`src/hdl/qard_pkg.sv`:
```
// ============================================================================
// qard_pkg: shared types and constants of the ACK range decoder
// Field widths, result status codes and the structures that pass between the
// variable-length integer assembler, the range walker and the top level.
// ============================================================================
`default_nettype none

package qard_pkg;

    // Width of a packet number and of a decoded variable-length integer.
    localparam int unsigned PN_W = 62;

    // Result status codes.
    localparam logic [1:0] ST_OK    = 2'd0;
    localparam logic [1:0] ST_ENC   = 2'd1;
    localparam logic [1:0] ST_TRUNC = 2'd2;

    // Input operation codes.
    localparam logic OP_BEGIN = 1'b0;
    localparam logic OP_BYTE  = 1'b1;

    // Control of the integer assembler.
    typedef struct packed {
        logic clear;
        logic step;
    } t_vctl;

    // Output of the integer assembler for the byte being stepped.
    typedef struct packed {
        logic            done;
        logic [PN_W-1:0] value;
    } t_vres;

    // One result item, with a flag that says whether it exists.
    typedef struct packed {
        logic            emit;
        logic [PN_W-1:0] low;
        logic [PN_W-1:0] high;
        logic [1:0]      status;
        logic            last;
    } t_result;

endpackage

`default_nettype wire

```
`src/hdl/qard_varint.sv`:
```
// ============================================================================
// qard_varint: variable-length integer assembler
// Collects big-endian bytes of a 1, 2, 4 or 8 byte integer whose length is
// given by the top two bits of its first byte, and flags the final byte.
// ============================================================================
`default_nettype none

module qard_varint
    import qard_pkg::*;
(
    input  wire logic       i_clk,
    input  wire logic       i_rst_n,
    input  wire t_vctl      i_ctl,
    input  wire logic [7:0] i_byte,
    output t_vres           o_res
);

    logic [PN_W-1:0] r_accum;
    logic [PN_W-1:0] n_accum;
    logic [2:0]      r_left;
    logic [2:0]      n_left;

    // A byte either opens a new integer or shifts into the running one.
    always_comb begin
        if (r_left == 3'd0) begin
            n_accum = {{(PN_W-6){1'b0}}, i_byte[5:0]};
            unique case (i_byte[7:6])
                2'd0:    n_left = 3'd0;
                2'd1:    n_left = 3'd1;
                2'd2:    n_left = 3'd3;
                default: n_left = 3'd7;
            endcase
        end else begin
            n_accum = {r_accum[PN_W-9:0], i_byte};
            n_left  = r_left - 3'd1;
        end
    end

    assign o_res.done  = (n_left == 3'd0);
    assign o_res.value = n_accum;

    // Byte count is control state; the accumulator is reloaded on each start.
    always_ff @(posedge i_clk) begin
        if (!i_rst_n || i_ctl.clear) begin
            r_left <= 3'd0;
        end else if (i_ctl.step) begin
            r_left <= n_left;
        end
    end

    always_ff @(posedge i_clk) begin
        if (i_ctl.step) begin
            r_accum <= n_accum;
        end
    end

endmodule

`default_nettype wire

```
`src/hdl/qard_walk.sv`:
```
// ============================================================================
// qard_walk: ACK range walker
// Turns completed integers into ranges: the first range, then pairs of gap
// and length, with underflow and truncation checks, and builds the result.
// ============================================================================
`default_nettype none

module qard_walk
    import qard_pkg::*;
(
    input  wire logic            i_clk,
    input  wire logic            i_rst_n,
    input  wire logic            i_begin,
    input  wire logic [PN_W-1:0] i_largest,
    input  wire logic [PN_W-1:0] i_range_count,
    input  wire logic            i_byte_step,
    input  wire logic            i_last,
    input  wire t_vres           i_vres,
    output logic                 o_walking,
    output t_result              o_res
);

    typedef enum logic [1:0] {
        K_FIRST,
        K_GAP,
        K_LEN
    } t_kind;

    logic            r_walking;
    logic            n_walking;
    t_kind           r_kind;
    t_kind           n_kind;
    logic [PN_W-1:0] r_cur_low;
    logic [PN_W-1:0] n_cur_low;
    logic [PN_W-1:0] r_cur_high;
    logic [PN_W-1:0] n_cur_high;
    logic [PN_W-1:0] r_pairs;
    logic [PN_W-1:0] n_pairs;
    logic [PN_W-1:0] r_gap_high;
    logic [PN_W-1:0] n_gap_high;
    logic            r_gap_uflow;
    logic            n_gap_uflow;

    logic [PN_W+1:0] gap_diff;
    logic [PN_W-1:0] base_high;
    logic [PN_W-1:0] pairs_after;
    logic [PN_W:0]   len_diff;
    logic            len_uflow;
    logic            range_done;

    // The next high edge after a gap is worked out as soon as the gap is
    // known, so a length needs only one subtract when it completes.
    assign gap_diff    = {2'b00, r_cur_low} - {2'b00, i_vres.value} - (PN_W+2)'(2);
    assign base_high   = (r_kind == K_LEN) ? r_gap_high : r_cur_high;
    assign pairs_after = (r_kind == K_LEN) ? (r_pairs - PN_W'(1)) : r_pairs;
    assign len_diff    = {1'b0, base_high} - {1'b0, i_vres.value};
    assign len_uflow   = len_diff[PN_W] || ((r_kind == K_LEN) && r_gap_uflow);

    assign o_walking = r_walking;

    // Walk step for one byte item.
    always_comb begin
        n_walking   = r_walking;
        n_kind      = r_kind;
        n_cur_low   = r_cur_low;
        n_cur_high  = r_cur_high;
        n_pairs     = r_pairs;
        n_gap_high  = r_gap_high;
        n_gap_uflow = r_gap_uflow;
        range_done  = 1'b0;
        o_res       = '0;

        if (i_byte_step && r_walking) begin
            if (i_vres.done && (r_kind == K_GAP)) begin
                n_gap_high  = gap_diff[PN_W-1:0];
                n_gap_uflow = gap_diff[PN_W+1];
                n_kind      = K_LEN;
            end else if (i_vres.done && len_uflow) begin
                n_walking    = 1'b0;
                o_res.emit   = 1'b1;
                o_res.status = ST_ENC;
                o_res.last   = 1'b1;
            end else if (i_vres.done) begin
                range_done = 1'b1;
                n_cur_high = base_high;
                n_cur_low  = len_diff[PN_W-1:0];
                n_pairs    = pairs_after;
                n_kind     = K_GAP;
            end

            // Emit the range or the truncation, whichever applies.
            if (!(i_vres.done && (r_kind != K_GAP) && len_uflow)) begin
                priority if (range_done && (pairs_after == '0)) begin
                    n_walking    = 1'b0;
                    n_kind       = K_FIRST;
                    o_res.emit   = 1'b1;
                    o_res.low    = n_cur_low;
                    o_res.high   = n_cur_high;
                    o_res.status = ST_OK;
                    o_res.last   = 1'b1;
                end else if (i_last) begin
                    n_walking    = 1'b0;
                    o_res.emit   = 1'b1;
                    o_res.low    = range_done ? n_cur_low : '0;
                    o_res.high   = range_done ? n_cur_high : '0;
                    o_res.status = ST_TRUNC;
                    o_res.last   = 1'b1;
                end else if (range_done) begin
                    o_res.emit   = 1'b1;
                    o_res.low    = n_cur_low;
                    o_res.high   = n_cur_high;
                    o_res.status = ST_OK;
                    o_res.last   = 1'b0;
                end else begin
                    o_res.emit = 1'b0;
                end
            end
        end
    end

    // Control state.
    always_ff @(posedge i_clk) begin
        if (!i_rst_n) begin
            r_walking <= 1'b0;
            r_kind    <= K_FIRST;
        end else if (i_begin) begin
            r_walking <= 1'b1;
            r_kind    <= K_FIRST;
        end else begin
            r_walking <= n_walking;
            r_kind    <= n_kind;
        end
    end

    // Range bookkeeping.
    always_ff @(posedge i_clk) begin
        if (i_begin) begin
            r_cur_low   <= '0;
            r_cur_high  <= i_largest;
            r_pairs     <= i_range_count;
            r_gap_high  <= '0;
            r_gap_uflow <= 1'b0;
        end else begin
            r_cur_low   <= n_cur_low;
            r_cur_high  <= n_cur_high;
            r_pairs     <= n_pairs;
            r_gap_high  <= n_gap_high;
            r_gap_uflow <= n_gap_uflow;
        end
    end

endmodule

`default_nettype wire

```
`src/hdl/quic_ack_range_decoder.sv`:
```
// ============================================================================
// quic_ack_range_decoder: QUIC ACK range section decoder
// Decodes the range section of an ACK frame one byte per item and emits the
// acknowledged packet number ranges with a status.
// ============================================================================
// Usage:
// The input channel (i_valid, o_ready) carries one item per handshake: a
// begin item (i_op low) with the largest acknowledged number and the pair
// count, or a section byte (i_op high) with a flag on the final byte.
// The output channel (o_valid, i_ready) carries at most one result per
// input item: a range with status valid, encoding error or truncated, and
// a flag on the last result of the section.
// An accepted item sits in the input register; when the result register
// can take a result, the walk logic processes the item and loads the result
// register, which drives o_valid.
// Throughput is one item per cycle unless the receiver stalls; the walker
// updates its state as the item is taken and each byte needs one subtract.
// A stalled receiver holds the result register, and the item in the input
// register then waits as well, whether or not it gives a result; o_ready
// falls while both registers are occupied and the receiver is stalled.
// Reset clears both registers and leaves the walker idle: bytes are
// ignored until a begin item arrives.
// ============================================================================
`default_nettype none

module quic_ack_range_decoder
    import qard_pkg::*;
(
    input  wire logic            i_clk,
    input  wire logic            i_rst_n,
    input  wire logic            i_valid,
    output logic                 o_ready,
    input  wire logic            i_op,
    input  wire logic [PN_W-1:0] i_largest,
    input  wire logic [PN_W-1:0] i_range_count,
    input  wire logic [7:0]      i_data_byte,
    input  wire logic            i_last_byte,
    output logic                 o_valid,
    input  wire logic            i_ready,
    output logic [PN_W-1:0]      o_range_low,
    output logic [PN_W-1:0]      o_range_high,
    output logic [1:0]           o_status,
    output logic                 o_last_range
);

    logic            r_in_valid;
    logic            r_op;
    logic [PN_W-1:0] r_largest;
    logic [PN_W-1:0] r_range_count;
    logic [7:0]      r_data_byte;
    logic            r_last_byte;
    logic            r_out_valid;
    logic [PN_W-1:0] r_range_low;
    logic [PN_W-1:0] r_range_high;
    logic [1:0]      r_status;
    logic            r_last_range;

    logic    take_item;
    logic    walking;
    logic    byte_step;
    t_vctl   vctl;
    t_vres   vres;
    t_result res;

    // The held item is processed when the result register can take a result.
    assign take_item = r_in_valid && (!r_out_valid || i_ready);
    assign o_ready   = !r_in_valid || take_item;
    assign byte_step = take_item && (r_op == OP_BYTE);

    assign vctl.clear = take_item && (r_op == OP_BEGIN);
    assign vctl.step  = byte_step && walking;

    qard_varint u_varint (
        .i_clk   (i_clk),
        .i_rst_n (i_rst_n),
        .i_ctl   (vctl),
        .i_byte  (r_data_byte),
        .o_res   (vres)
    );

    qard_walk u_walk (
        .i_clk         (i_clk),
        .i_rst_n       (i_rst_n),
        .i_begin       (vctl.clear),
        .i_largest     (r_largest),
        .i_range_count (r_range_count),
        .i_byte_step   (byte_step),
        .i_last        (r_last_byte),
        .i_vres        (vres),
        .o_walking     (walking),
        .o_res         (res)
    );

    // Input register.
    always_ff @(posedge i_clk) begin
        if (!i_rst_n) begin
            r_in_valid <= 1'b0;
        end else if (o_ready) begin
            r_in_valid <= i_valid;
        end
    end

    always_ff @(posedge i_clk) begin
        if (i_valid && o_ready) begin
            r_op          <= i_op;
            r_largest     <= i_largest;
            r_range_count <= i_range_count;
            r_data_byte   <= i_data_byte;
            r_last_byte   <= i_last_byte;
        end
    end

    // Result register.
    always_ff @(posedge i_clk) begin
        if (!i_rst_n) begin
            r_out_valid <= 1'b0;
        end else if (take_item && res.emit) begin
            r_out_valid <= 1'b1;
        end else if (i_ready) begin
            r_out_valid <= 1'b0;
        end
    end

    always_ff @(posedge i_clk) begin
        if (take_item && res.emit) begin
            r_range_low  <= res.low;
            r_range_high <= res.high;
            r_status     <= res.status;
            r_last_range <= res.last;
        end
    end

    assign o_valid      = r_out_valid;
    assign o_range_low  = r_range_low;
    assign o_range_high = r_range_high;
    assign o_status     = r_status;
    assign o_last_range = r_last_range;

`ifndef SYNTHESIS
    // An error result carries no range.
    a_enc_zero: assert property (@(posedge i_clk) disable iff (!i_rst_n)
        (o_valid && (o_status == ST_ENC)) |-> ((o_range_low == '0) && (o_range_high == '0)))
        else $error("encoding error result carries a range");

    // Every error or truncation result closes the section.
    a_err_last: assert property (@(posedge i_clk) disable iff (!i_rst_n)
        (o_valid && (o_status != ST_OK)) |-> o_last_range)
        else $error("error result not marked as last");

    // A decoded range is never inverted.
    a_order: assert property (@(posedge i_clk) disable iff (!i_rst_n)
        o_valid |-> (o_range_low <= o_range_high))
        else $error("range low above range high");

    // A result appears only after an item was processed.
    a_cause: assert property (@(posedge i_clk) disable iff (!i_rst_n)
        ($rose(o_valid)) |-> $past(take_item))
        else $error("result without a processed item");
`endif

endmodule

`default_nettype wire
```
`config.mk`:
```
export PLATFORM = sky130hd
export DESIGN_NAME = quic_ack_range_decoder
export DESIGN_NICKNAME = d
export VERILOG_FILES = /design/src/hdl/qard_pkg.sv /design/src/hdl/qard_varint.sv /design/src/hdl/qard_walk.sv /design/src/hdl/quic_ack_range_decoder.sv
export SDC_FILE = /design/constraint.sdc
export NUM_CORES = 1
export LEC_CHECK = 0
export BUFFER_PORTS_ARGS = -buffer_cell sky130_fd_sc_hd__buf_2
export CAP_MARGIN = 30
export CORE_UTILIZATION = 35
export DETAILED_ROUTE_END_ITERATION = 8
export SLEW_MARGIN = 20
export SYNTH_ARGS = -nofsm -noshare
export SYNTH_HDL_FRONTEND = slang
export SYNTH_SLANG_ARGS = --single-unit
```
`constraint.sdc`:
```
create_clock -name i_clk -period 5.8 [get_ports i_clk]
set_clock_uncertainty 0.15 [all_clocks]
set_input_delay 1.16 -clock i_clk [delete_from_list [all_inputs] [get_ports i_clk]]
set_output_delay 1.16 -clock i_clk [all_outputs]
set_load 0.03 [all_outputs]
```
==> run summary <==
For this design the static power due to leakage is 17.0 nW. The count of clock tree sinks came out at 572. The count of hold buffers inserted by post-cts repair is 0. The top-area cell type share of the netlist area came out at 40.7%. The post-detailed-placement half-perimeter wirelength came out at 78.3 mm. The run finished with clean final reports. The post-synthesis instance total came out at 3,372. The ratio of total power to cell area came out at 280 nW/um2. The number of global-route vias before repair came to 26,496. TritonCTS built the clock tree.

The number of vias per cell is 5.30. The tightest min-delay check is of the reg2reg type. Routability-driven placement finished with a final weighted congestion of 0.947. The number of standard-cell rows in the floorplan came out at 111.

The final worst slack came out at 0.222 ns. The global-route wire length before repair is 156 mm. The register-to-register path setup slack came out at 0.22 ns.

The portion of the post-synthesis area used by sequential elements is 49.0%. The post-synthesis mux area share is 2.05%. The insertion delay to the later sink of the worst-skew pair is 0.63 ns. After detailed placement, the design holds a cell count of 5,016. The maximum clock insertion buffer count came out at 3. The synthesis-stage register bit count is 572. The clock period minus final worst setup slack came out at 5.58 ns. The slowest stage of the critical path is the or4_1 cell. The count of routing violations after the opening detailed-route iteration is 2,064. The number of antenna-violating nets in the routed design is 0.

The width of the die came out at 306 um. The most critical setup path has its endpoint at o_status[1]. For this run, the number of Yosys warnings is 0. The met1 wire length is 46.5 mm. The area share of and/or/nand/nor cells after synthesis came out at 18.7%. The maximum clock frequency is 179 MHz. The endpoint identified for the worst register-to-register timing path is o_status[1]. After layout, the design draws a total of 11.1 mW.

The number of enable flip-flop cells after synthesis came out at 439. The number of distinct library cells after synthesis came out at 95. The share of cells above drive strength 1 is 20.0%.

The number of hold violations in the final report is 0. The primary flip-flop cell chosen by synthesis mapping is edfxtp_1. The startpoint of the lowest-slack register-to-register path is u_walk.r_kind[1]. The total number of H-tree levels is 3. Compared with the post-synthesis result, the final layout area differs by 23.0%. The number of top-level pins came out at 267. After detailed routing, the number of remaining DRC violations is 0. The root buffer cell chosen for the clock tree is clkbuf_16. The worst setup path is of the reg2reg kind.

After synthesis, the cell types taking the most area are edfxtp_1 41%, dfxtp_1 8.2%, nand2_1 6.4%, ha_1 4.9%, o21ai_0 3.7%. Counting every net in the synthesized netlist gives 3,640. The share of flip-flops with an asynchronous set or reset after synthesis came out at 0%. The die outline area came out at 93,700 um2. Prior to clock tree synthesis, the placed netlist has a worst setup slack of -0.0887 ns. The wire length per cell after detailed routing is 20.1 um. The worst supply voltage drop on vdd is 0.176 mV.

The transition time of the tightest slew-check pin came out at 0.940 ns. The required time of the critical path came out at 6.02 ns. The critical path goes through nor2b_4 > mux2i_1 > ha_1 > fa_1 > nor2b_1 > o21a_1 > o21ai_0 > a21oi_1 > and3b_1 > a211oi_4 > o2111ai_1 > buf_4 > a21oi_1 > buf_4 > o21ai_4 > or4_1 > a21boi_1 > and3_1. The number of buffers created by CTS is 68. The most critical setup path has its startpoint at u_walk.r_kind[1].

The total detailed-routing wirelength is 103 mm. The peak fanout along the critical path came out at 7. The first TritonRoute pass finished after 5 iterations. The number of I/O port buffers is 266. The largest incremental delay on the critical path came out at 0.58 ns.

The adder-cell share of the synthesized area is 5.07%. The worst path uses 96.2% of the clock period. The cell count of the worst reg-to-reg path is 18. The wire length on met2 is 48.3 mm.

By area, the combinational part of the netlist is dominated by simple AND/OR/NAND/NOR gates. The compound-gate portion of the synthesized area is 16.3%. The headroom to the max-slew limit came out at 37.4%. The number of failing setup endpoints in the final timing report is 0.

The number of pins exceeding their max-slew limit in the final report is 0. The final-stage net count is 4,170. The initial utilization of the core area, before any placement, comes to 35.3%. The synthesized-area fraction occupied by xor and xnor cells is 5.55%. The placeable core region is 91,700 um2.

The maximum number of pins on one net before global-route repair came out at 121. The height of the die is 306 um. In the final timing run, aggregate negative setup slack is 0 ns.

STA classifies the critical path endpoint as a flop. The final standard cell count with taps included and fillers excluded came out at 5,142. The number of antenna violations at the first check in global routing is 5. The overall routing resource usage came out at 21.6%. The cell area after technology mapping came out at 32,400 um2.

The detailed router placed 27,259 vias in this run. STA classifies the critical path startpoint as a flop. In this run the top signal layer used is met5.

The routed wire length on met3 is 5.00 mm. The number of max-capacitance violations reported is 0. The total overflow reported by the global router came out at 0. The tightest hold margin came out at 0.306 ns. The synthesized design spends more area on one cell type than any other, namely edfxtp_1. The arrival time at the worst endpoint came out at 5.80 ns. Clock-pin slew was measured on the worst setup and hold paths at 0.06 ns. The count of cells along the worst hold path is 2.

The mean cell area of the mapped netlist is 9.60 um2.
## power by group
| part | total, mW | leakage (nW) | internal, mW | switching, mW |
|---|---|---|---|---|
| clock | 4.27 | 1.07 | 2.53 | 1.73 |
| sequential | 4.62 | 5.43 | 4.55 | 0.0705 |
| combinational | 2.26 | 10.5 | 0.998 | 1.26 |
| total | 11.1 | 17.0 | 8.08 | 3.07 |
## what timing repair did
item | in CTS | in global routing
endpoints found under the hold margin | 0 | 0
endpoints found under the setup margin | 13 | 62
buffers inserted | 0 | 0
gates resized for setup | 3 | 16
pin swaps | 0 | 0
## cell usage in the layout, fill, tap and decap left out, drive strengths merged, types with 93 or more instances in the layout
master  count
a21o      100
a21oi     232
and2       93
buf       621
dfxtp     133
edfxtp    439
ha        128
inv       122
nand2     550
nor2      254
o21ai     247
xnor2     136
## critical path, delay by kind of cell, from the launching register on
family          cells  cell delay [ns]
simple gates        5             1.76
compound gates      8             1.63
fa+ha+maj           2             0.71
flops               1             0.46
buf+inv             2             0.39
mux                 1             0.19
## worst min path at each step
stage,startpoint,endpoint,slack [ns]
final,u_walk.r_gap_high[22],u_walk.r_gap_high[22],0.31
after global routing,u_walk.r_gap_high[10],u_walk.r_gap_high[10],0.33
after CTS,u_walk.r_gap_high[58],u_walk.r_gap_high[58],0.30
after detailed placement,u_walk.r_gap_high[58],u_walk.r_gap_high[58],0.30
after global placement,u_walk.r_gap_high[22],u_walk.r_gap_high[22],0.29
after floorplan,u_walk.r_gap_high[59],u_walk.r_gap_high[59],0.27
## synthesized netlist by cell type (30+ instances only)
master and instances:
inv_1 122, nor3_1 71, o21ai_0 238, nand3_1 40, or3_1 31, dfxtp_1 133
a211oi_1 54, nand4_1 46, xor2_1 69, xnor2_1 136, clkbuf_1 141, and3_1 30
nor2_1 254, ha_1 128, and2_1 92, mux2i_1 64, nor4_1 32, edfxtp_1 439
a21o_1 99, a21oi_1 230, nand2_1 550
## logic make-up (layout without fill, tap and decap cells)
family                   Yosys count  after routing
adder cells (fa/ha/maj)          130            130
flip-flops                       572            572
multiplexers                      66             66
AO/OA/AOI/OAI                    834            834
XOR/XNOR                         205            205
other                              0              2
AND/OR/NAND/NOR                 1282           1282
buffers and inverters            283            865
## per-layer routing
layer  GRT usage (%)  up-vias
li1                -    13294
met1            28.9    13062
met2            35.4      728
met3            3.11      171
met4            8.16        4
met5               0        -
## through the flow
step | utilization [%] | instance area [um2]
2_1_floorplan | - | 32400
3_3_place_gp | 40.9 | 37500
3_5_place_dp | 40.9 | 37500
4_1_cts | 43.3 | 39700
5_1_grt | 43.4 | 39800
6_report | 43.4 | 39800
## registers in the layout, indices dropped and copies added, names as in the netlist, 54 cells and up
register,flops
u_walk.r_cur_high,62
o_range_low,62
u_walk.r_gap_high,62
u_walk.r_cur_low,62
r_range_count,62
u_varint.r_accum,54
r_largest,62
o_range_high,62
u_walk.r_pairs,62
## layout make-up
type | count | area, um2
diodes | 2 | 5.00
clock buffers | 87 | 1860
clock inverters | 35 | 343
fillers | 9019 | 51900
inverters | 122 | 468
multi-input cells | 2517 | 15600
flip-flops and latches | 572 | 15800
well taps | 1186 | 1480
repair buffers | 621 | 4220
(Power assumes the default switching activity.)
